--- src/rtl/sflis_pkg.sv ---
// Types and constants shared by the sorted first/last index search block
package sflis_pkg;

    localparam int unsigned IDX_W = 10;
    localparam int unsigned VAL_W = 32;

    localparam logic CMD_APPEND = 1'b0;
    localparam logic CMD_QUERY  = 1'b1;

    typedef struct packed {
        logic                    cmd;
        logic signed [VAL_W-1:0] value;
        logic                    start_new;
    } t_in_item;

    typedef struct packed {
        logic             found;
        logic [IDX_W-1:0] first_index;
        logic [IDX_W-1:0] last_index;
    } t_out_item;

endpackage

--- src/rtl/sflis_search.sv ---
// Search sequencer: two binary searches through one shared compare unit, plus result register
module sflis_search #(
    parameter int unsigned AW = 10,
    parameter int unsigned CW = 11
) (
    input  logic                               i_clk,
    input  logic                               i_rst_n,
    input  logic                               i_start,
    input  logic signed [sflis_pkg::VAL_W-1:0] i_key,
    input  logic [CW-1:0]                      i_count,
    output logic                               o_busy,
    output logic                               o_rd_en,
    output logic [AW-1:0]                      o_rd_addr,
    input  logic [sflis_pkg::VAL_W-1:0]        i_rd_data,
    output logic                               o_res_valid,
    input  logic                               i_res_stall,
    output sflis_pkg::t_out_item               o_res
);
    import sflis_pkg::*;

    typedef enum logic [1:0] {
        S_IDLE,
        S_PROBE,
        S_CMP,
        S_DONE
    } t_state;

    t_state                  r_state, n_state;
    logic signed [VAL_W-1:0] r_key, n_key;
    logic [CW-1:0]           r_lo, n_lo;
    logic [CW-1:0]           r_hi1, n_hi1;       // exclusive upper bound
    logic [AW-1:0]           r_mid, n_mid;
    logic [AW-1:0]           r_hit, n_hit;
    logic                    r_hit_vld, n_hit_vld;
    logic [AW-1:0]           r_first, n_first;
    logic                    r_phase, n_phase;   // 0: lowest index, 1: highest index
    t_out_item               r_res, n_res;
    t_out_item               r_out, n_out;
    logic                    r_out_valid, n_out_valid;

    logic [CW:0]             mid_sum;
    logic [CW-1:0]           mid;
    logic                    range_open;
    logic signed [VAL_W-1:0] probe_val;

    always_comb begin
        mid_sum    = {1'b0, r_lo} + {1'b0, r_hi1} - (CW+1)'(1);
        mid        = mid_sum[CW:1];
        range_open = (r_lo < r_hi1);
        probe_val  = $signed(i_rd_data);

        n_state     = r_state;
        n_key       = r_key;
        n_lo        = r_lo;
        n_hi1       = r_hi1;
        n_mid       = r_mid;
        n_hit       = r_hit;
        n_hit_vld   = r_hit_vld;
        n_first     = r_first;
        n_phase     = r_phase;
        n_res       = r_res;
        n_out       = r_out;
        n_out_valid = r_out_valid;

        // drop the result once the transfer completes
        if (r_out_valid && !i_res_stall) begin
            n_out_valid = 1'b0;
        end

        case (r_state)
            S_IDLE: begin
                if (i_start) begin
                    n_key     = i_key;
                    n_lo      = '0;
                    n_hi1     = i_count;
                    n_phase   = 1'b0;
                    n_hit_vld = 1'b0;
                    n_state   = S_PROBE;
                end
            end
            S_PROBE: begin
                if (range_open) begin
                    n_mid   = mid[AW-1:0];
                    n_state = S_CMP;
                end else if (!r_phase) begin
                    if (!r_hit_vld) begin
                        n_res   = '{found: 1'b0, first_index: '0, last_index: '0};
                        n_state = S_DONE;
                    end else begin
                        // second search starts at the first hit
                        n_first   = r_hit;
                        n_lo      = CW'(r_hit);
                        n_hi1     = i_count;
                        n_phase   = 1'b1;
                        n_hit_vld = 1'b0;
                    end
                end else begin
                    n_res = '{found:       1'b1,
                              first_index: IDX_W'(r_first),
                              last_index:  r_hit_vld ? IDX_W'(r_hit) : IDX_W'(r_first)};
                    n_state = S_DONE;
                end
            end
            S_CMP: begin
                if (probe_val > r_key) begin
                    n_hi1 = CW'(r_mid);
                end else if (probe_val < r_key) begin
                    n_lo = CW'(r_mid) + CW'(1);
                end else begin
                    n_hit     = r_mid;
                    n_hit_vld = 1'b1;
                    if (!r_phase) begin
                        n_hi1 = CW'(r_mid);
                    end else begin
                        n_lo = CW'(r_mid) + CW'(1);
                    end
                end
                n_state = S_PROBE;
            end
            S_DONE: begin
                // hold until the result register is free
                if (!n_out_valid) begin
                    n_out       = r_res;
                    n_out_valid = 1'b1;
                    n_state     = S_IDLE;
                end
            end
            default: begin
                n_state = S_IDLE;
            end
        endcase
    end

    always_ff @(posedge i_clk) begin
        if (!i_rst_n) begin
            r_state     <= S_IDLE;
            r_out_valid <= 1'b0;
            r_phase     <= 1'b0;
            r_hit_vld   <= 1'b0;
        end else begin
            r_state     <= n_state;
            r_out_valid <= n_out_valid;
            r_phase     <= n_phase;
            r_hit_vld   <= n_hit_vld;
        end
        r_key   <= n_key;
        r_lo    <= n_lo;
        r_hi1   <= n_hi1;
        r_mid   <= n_mid;
        r_hit   <= n_hit;
        r_first <= n_first;
        r_res   <= n_res;
        r_out   <= n_out;
    end

    assign o_busy      = (r_state != S_IDLE);
    assign o_rd_en     = (r_state == S_PROBE) && range_open;
    assign o_rd_addr   = mid[AW-1:0];
    assign o_res_valid = r_out_valid;
    assign o_res       = r_out;

endmodule

--- config.mk ---
export PLATFORM = sky130hd
export DESIGN_NAME = sflis_search
export DESIGN_NICKNAME = d
export VERILOG_FILES = /design/src/rtl/sflis_pkg.sv /design/src/rtl/sflis_search.sv
export SDC_FILE = /design/constraint.sdc
export NUM_CORES = 1
export LEC_CHECK = 0
export BUFFER_PORTS_ARGS = -buffer_cell sky130_fd_sc_hd__buf_2
export CORE_MARGIN = 1.5
export CORE_UTILIZATION = 30
export CTS_BUF_LIST = sky130_fd_sc_hd__clkbuf_16
export DETAILED_ROUTE_END_ITERATION = 16
export GPL_ROUTABILITY_DRIVEN = 0
export HOLD_SLACK_MARGIN = 0.12
export PLACE_DENSITY_LB_ADDON = 0.15
export SLEW_MARGIN = 20
export SYNTH_ARGS = -nofsm -noshare
export SYNTH_HDL_FRONTEND = slang
export SYNTH_SLANG_ARGS = --single-unit
export TNS_END_PERCENT = 100
--- constraint.sdc ---
create_clock -name i_clk -period 5.05 [get_ports i_clk]
set_input_delay 1.01 -clock i_clk [delete_from_list [all_inputs] [get_ports i_clk]]
set_output_delay 1.01 -clock i_clk [all_outputs]
set_load 0.03 [all_outputs]
==> impl_metrics.csv, run 1 <==
group,metric,value,unit
timing,drv_slew,0,
place,dpl_cell_area,7460,µm²
timing,finalSetupTns,0,ns
floorplanning,boundaryPins,113,
worst_setup_path,critPathBufInv,3,
pwr,pwr-share-comb,44.8,%
layout,design_area,8034,µm²
routing,wl_per_cell,14.35,µm
worst_setup_path,cp.required,4.04,ns
pwr,finalPower,5.336,mW
floorplanning,chipWidth,150.7,µm
timing,period_needed,4.079,ns
layout,final_cell_mix,"edfxtp_1, buf_2, inv_1",
cts,ctsHoldBuffers,0,
cts,clock_path_buffers,2,
layout,area_growth,22.84,%
layout,final_common_cell,"edfxtp_1",
routing,drt_wl_total,13140,µm
cts,cts-buffers-inserted,17,
floorplanning,fp-row-count,53,
pwr,vdd_drop_max,497.9,µV
logic_synthesis,synth_fp_nets,646,
routing,avgViaCountPerCell,4.395,
global_route,grt_first_pass_wirelength,21200,µm
cts,clk_latency,0.42,ns
pwr,power_switching,2.228,mW
global_route,antenna_found_initial,0,
pwr,p_leak,3.402,nW
pwr,netSwitchingFraction,41.76,%
timing,post-route-period-util,80.77,%
worst_setup_path,cp-end-kind,"output port",
logic_synthesis,synth_edf_count,126,
routing,first_iter_violations,193,
pwr,clkPwrFrac,21.8,%
routing,firstDrtPassIters,4,
cts,cts_tree,"built",
worst_setup_path,cp-start-kind,"register",
logic_synthesis,synthCells,500,
place,numPortBuffers,112,
timing,rsz0062_at_grt,"no",
worst_setup_path,slowest_delay,0.38,ns
cts,cts_setup_buffers,0,
logic_synthesis,synth.cell_area,6540,µm²
cts,ctsHtreeMaxLevel,4,
logic_synthesis,ys_warn_count,0,
floorplanning,die-area,22700,µm²
worst_setup_path,path_cells,"inv_1, ha_1, inv_1, ha_1, a21o_1, a21oi_1, nor2b_1, o21a_1, o41ai_2, nor2_1, a211o_1, buf_2",
worst_setup_path,cpMaxStageDelayCell,"o41ai_2",
global_route,grtUsageTotal,12.49,%
routing,ant_nets,0,
routing,num_vias,4026,
global_route,grt_max_degree,33,
timing,max_freq,245.2,MHz
worst_setup_path,path_class,"reg2out",
cts,clk_pin_slew_worst_paths,0.06,ns
logic_synthesis,synth.avg_cell_area,13.08,µm²
logic_synthesis,synth_top_area_cell,"edfxtp_1",
floorplanning,coreArea,21220,µm²
timing,fin_ws,0.9711,ns
logic_synthesis,yosysSeqAreaShare,59.38,%
worst_hold_path,min_path_type,"reg2reg",
logic_synthesis,synth_top_area_share,57.85,%
logic_synthesis,synth_ff_type,"edfxtp_1",
layout,antenna_cells,0,
place,dp.cells,884,
logic_synthesis,synthArstFlopShare,0,%
worst_setup_path,cp_top_family,"compound AO/OA/AOI/OAI gates",
timing,hold_violations,0,
global_route,overflow,0,
floorplanning,die_h,150.7,µm
pwr,seq_power_share,33.3,%
timing,relSlewSlack,40.47,%
timing,worstMarginPinSlew,0.8930,ns
global_route,grt_pass1_vias,4191,
job,cap_violations,0,
layout,drive_above_1_share,28.39,%
place,dp_hpwl,10010,µm
worst_setup_path,crit_fanout,3,
layout,fillerInstances,2106,
routing,drc,0,
pwr,p_per_area,664.1,nW/µm²
cts,cts-resized-gates,0,
floorplanning,start_util,30.82,%
cts,root_buffer,"clkbuf_16",
logic_synthesis,synthTopCellsByArea,"edfxtp_1, ha_1, inv_1",
place,post-place-ws,1.387,ns
cts,cts_sinks,131,
layout,layout.cells.non_filler,916,
pwr,internal_power,3.107,mW
timing,setup_viol,0,
logic_synthesis,synth-seq-cells,131,
outcome,outcome,"finished, final reports clean",
layout,nets,774,
timing,fin_worst_skew,0.01002,ns
worst_setup_path,cp.arrival,3.07,ns
logic_synthesis,synth_cell_types,53,
[registers in the layout, indices dropped and copies added, names as in the netlist]
signal,cells
o_res,21
o_res_valid,1
r_first,10
r_hi1,11
r_hit,10
r_hit_vld,1
r_key,32
r_lo,11
r_mid,10
r_phase,1
r_res,21
r_state,2
[power by group through the flow]
stage	registers, mW	logic (mW)	clock network, mW
after global routing	1.81	2.67	1.25
after CTS	1.78	2.44	1.20
final	1.78	2.39	1.16
after global placement	1.80	2.39	0
after detailed placement	1.80	2.42	0
after floorplan	1.77	1.75	0
[logic make-up after synthesis]
logic type      synth area share [%]
mux                            3.444
xor+xnor                       2.143
fa+ha+maj                      12.93
simple gates                   9.164
buf+inv                        4.993
flops                          59.38
compound gates                 7.940
[layout make-up]
type | instances | area [µm²] | area share (%)
Clock buffer | 17 | 425.4 | 5.295
Clock inverter | 15 | 141.4 | 1.760
Sequential cell | 131 | 3884 | 48.34
Timing Repair Buffer | 118 | 605.6 | 7.538
Inverter | 78 | 292.8 | 3.644
Multi-Input combinational cell | 282 | 2341 | 29.14
Tap cell | 275 | 344.1 | 4.283
[metal layers]
| metal | global-route usage [%] | routed length [µm] | vias to the layer above |
|---|---|---|---|
| met3 | 3.182 | 475 | 13 |
| met1 | 15.67 | 6124 | 1881 |
| met4 | 4.612 | 168 | 0 |
| met5 | 0 | 0 | - |
| li1 | - | - | 2063 |
| met2 | 20.71 | 6374 | 69 |
[per-stage QoR]
stage          hold WS (ns)  util, %
4_1_cts              0.4209    37.82
2_1_floorplan        0.4003        -
5_1_grt              0.4237    37.86
3_5_place_dp         0.4063    35.15
6_report             0.4191    37.86
3_3_place_gp         0.4074    35.15
[synth_stat cells, types with 6 or more instances]
cell type	count
ha_1	66
nor2_1	12
inv_1	78
a22oi_1	8
o21ai_0	15
xnor2_1	12
and2_1	23
nor2b_1	13
nand2_1	16
nand3_1	9
a21o_1	6
a21oi_1	22
mux2_2	20
clkbuf_1	8
edfxtp_1	126
[path summary, 6_finish.rpt]
check             slack (ns)       from  cells after the start           end
setup / recovery        0.97    r_lo[2]                     12  o_rd_addr[9]
hold / removal          0.42  r_res[14]                      0     o_res[14]
setup reg to reg        2.17    r_lo[7]                      8      r_res[2]
hold reg to reg         0.42  r_res[14]                      0     o_res[14]
(Power assumes the default switching activity.)
==> inputs of run 2 (changes only) <==
clock period = 4 ns   (was 5.05 ns; I/O delays follow)
==> run 2 against run 1 <==
  * Sequential power is 26% higher
  * Clock power is 34% higher
  * Clock-buffer cell count stayed put
  * Clock skew is 0.0021 ns higher
  * First-iteration DRC count is 7.8% lower
  * Die area stayed put
  * Total power is 30% higher
  * Cell area is 0.69% higher
  * Core utilization is 0.26 points higher
  * Routed wire length is 0.62% lower
  * Critical path type unchanged
  * Largest cell class unchanged
==> impl_metrics.csv, run 2 (synthesized netlist as in run 1, its figures left out) <==
group,metric,value,unit
routing,first_iter_violations,178,
timing,hold_violations,0,
timing,fin_ws,0.1571,ns
worst_setup_path,slowest_delay,0.41,ns
worst_setup_path,cpMaxStageDelayCell,"fa_1",
layout,largest_reg_flops,32,
layout,fillerInstances,2081,
global_route,grt_pass1_vias,4163,
routing,drc,0,
timing,fin_worst_skew,0.01214,ns
worst_setup_path,cp-start-kind,"register",
floorplanning,boundaryPins,113,
pwr,p_leak,3.423,nW
worst_setup_path,reg2reg_from,"r_lo[7]",
place,dpl_cell_area,7460,µm²
floorplanning,start_util,30.82,%
cts,clk_latency,0.42,ns
layout,antenna_cells,0,
global_route,grt_first_pass_wirelength,21260,µm
worst_setup_path,cp_top_family,"adder cells",
pwr,p_per_area,857.9,nW/µm²
cts,cts_sinks,131,
worst_setup_path,cp.arrival,3.04,ns
timing,relSlewSlack,39.67,%
place,post-place-ws,0.5215,ns
place,numPortBuffers,112,
global_route,grtUsageTotal,12.48,%
layout,nets,775,
floorplanning,die-area,22700,µm²
timing,finalSetupTns,0,ns
cts,cts-buffers-inserted,17,
worst_setup_path,timing.rr.end,"r_res[14]",
worst_setup_path,path_cells,"inv_1, ha_1, inv_1, ha_1, fa_1, a21o_1, a21oi_1, o21bai_1, a21oi_2, o21ai_0, xor2_1, clkbuf_4",
pwr,vdd_drop_max,745.7,µV
worst_hold_path,min_path_type,"reg2reg",
cts,clock_path_buffers,2,
timing,rsz0062_at_grt,"no",
routing,wl_per_cell,14.24,µm
worst_setup_path,rr_worst_depth,8,
timing,drv_slew,0,
worst_setup_path,r2r_slack,1.12,ns
timing,max_freq,260.2,MHz
worst_setup_path,cp-end-kind,"output port",
timing,period_needed,3.843,ns
timing,setup_viol,0,
worst_setup_path,path_class,"reg2out",
layout,final_cell_mix,"edfxtp_1, buf_2, inv_1",
cts,root_buffer,"clkbuf_16",
worst_setup_path,critPathBufInv,3,
global_route,overflow,0,
cts,clk_pin_slew_worst_paths,0.06,ns
worst_setup_path,crit_path_start,"r_lo[1]",
layout,area_growth,23.68,%
worst_setup_path,crit_fanout,2,
worst_setup_path,cp.required,3.20,ns
layout,final_common_cell,"edfxtp_1",
routing,drt_wl_total,13060,µm
routing,avgViaCountPerCell,4.393,
cts,cts_tree,"built",
layout,largest_register,"r_key",
timing,fin_hold_ws,0.4161,ns
routing,firstDrtPassIters,4,
floorplanning,fp-row-count,53,
timing,worstMarginPinSlew,0.9039,ns
global_route,grt_max_degree,28,
worst_setup_path,crit_cells,12,
floorplanning,die_h,150.7,µm
worst_hold_path,holdPathStages,0,
routing,num_vias,4028,
layout,drive_above_1_share,28.50,%
worst_setup_path,endpoint,"o_rd_addr[8]",
routing,ant_nets,0,
global_route,antenna_found_initial,0,
layout,final_util,38.12,%
floorplanning,coreArea,21220,µm²
timing,post-route-period-util,96.07,%
job,cap_violations,0,
place,dp_hpwl,10100,µm
cts,ctsHtreeMaxLevel,4,
outcome,outcome,"finished, final reports clean",
layout,design_area,8089,µm²
floorplanning,chipWidth,150.7,µm
run 2: timing repair:
item	in CTS	in global routing
resized for setup	0	3
setup endpoints to repair	0	2
hold buffers	0	0
hold endpoints to repair	0	0
setup buffers	0	1
run 2: cell type report:
type | count | area (µm²) | share of cell area (%)
clock buffer | 17 | 425.4 | 5.259
clock inverter | 15 | 171.4 | 2.119
inverter | 78 | 292.8 | 3.619
multi-input combinational | 282 | 2356 | 29.13
sequential | 131 | 3884 | 48.01
tap | 275 | 344.1 | 4.254
timing repair buffer | 119 | 615.6 | 7.610
run 2: how the worst min path moves through the flow:
stage	startpoint	slack (ns)	to
6_report	r_res[3]	0.42	o_res[3]
3_3_place_gp	r_res[17]	0.41	o_res[17]
3_5_place_dp	r_res[3]	0.40	o_res[3]
4_1_cts	r_res[3]	0.42	o_res[3]
5_1_grt	r_res[17]	0.43	o_res[17]
2_1_floorplan	r_res[0]	0.40	o_res[0]
run 2: through the flow:
| step | power (mW) | std cells |
|---|---|---|
| 6_report | 6.939 | 917 |
| 5_1_grt | 7.405 | 917 |
| 4_1_cts | 6.925 | 916 |
| 3_5_place_dp | 5.324 | 884 |
| 3_3_place_gp | 5.298 | 884 |
| 2_1_floorplan | 4.441 | 500 |
run 2: per-layer routing:
layer	wire (µm)	global-route usage (%)	vias to the layer above
met5	0	0	-
met4	178	5.000	0
met3	470	2.879	13
met2	6206	20.55	81
met1	6206	15.83	1870
li1	-	-	2064
run 2: worst reg2reg max path: cells and delay by family (launching register included):
| kind | cells | cell delay (ns) |
|---|---|---|
| buf+inv | 2 | 0.20 |
| simple gates | 3 | 1.29 |
| compound gates | 2 | 0.34 |
| flops | 1 | 0.40 |
| fa+ha+maj | 1 | 0.25 |
run 2: where the power goes:
part           leakage, nW  switching [mW]  total [mW]  internal, mW
combinational         1.90            2.00        3.14          1.13
sequential            1.23           0.198        2.25          2.05
clock                0.290           0.623        1.56         0.935
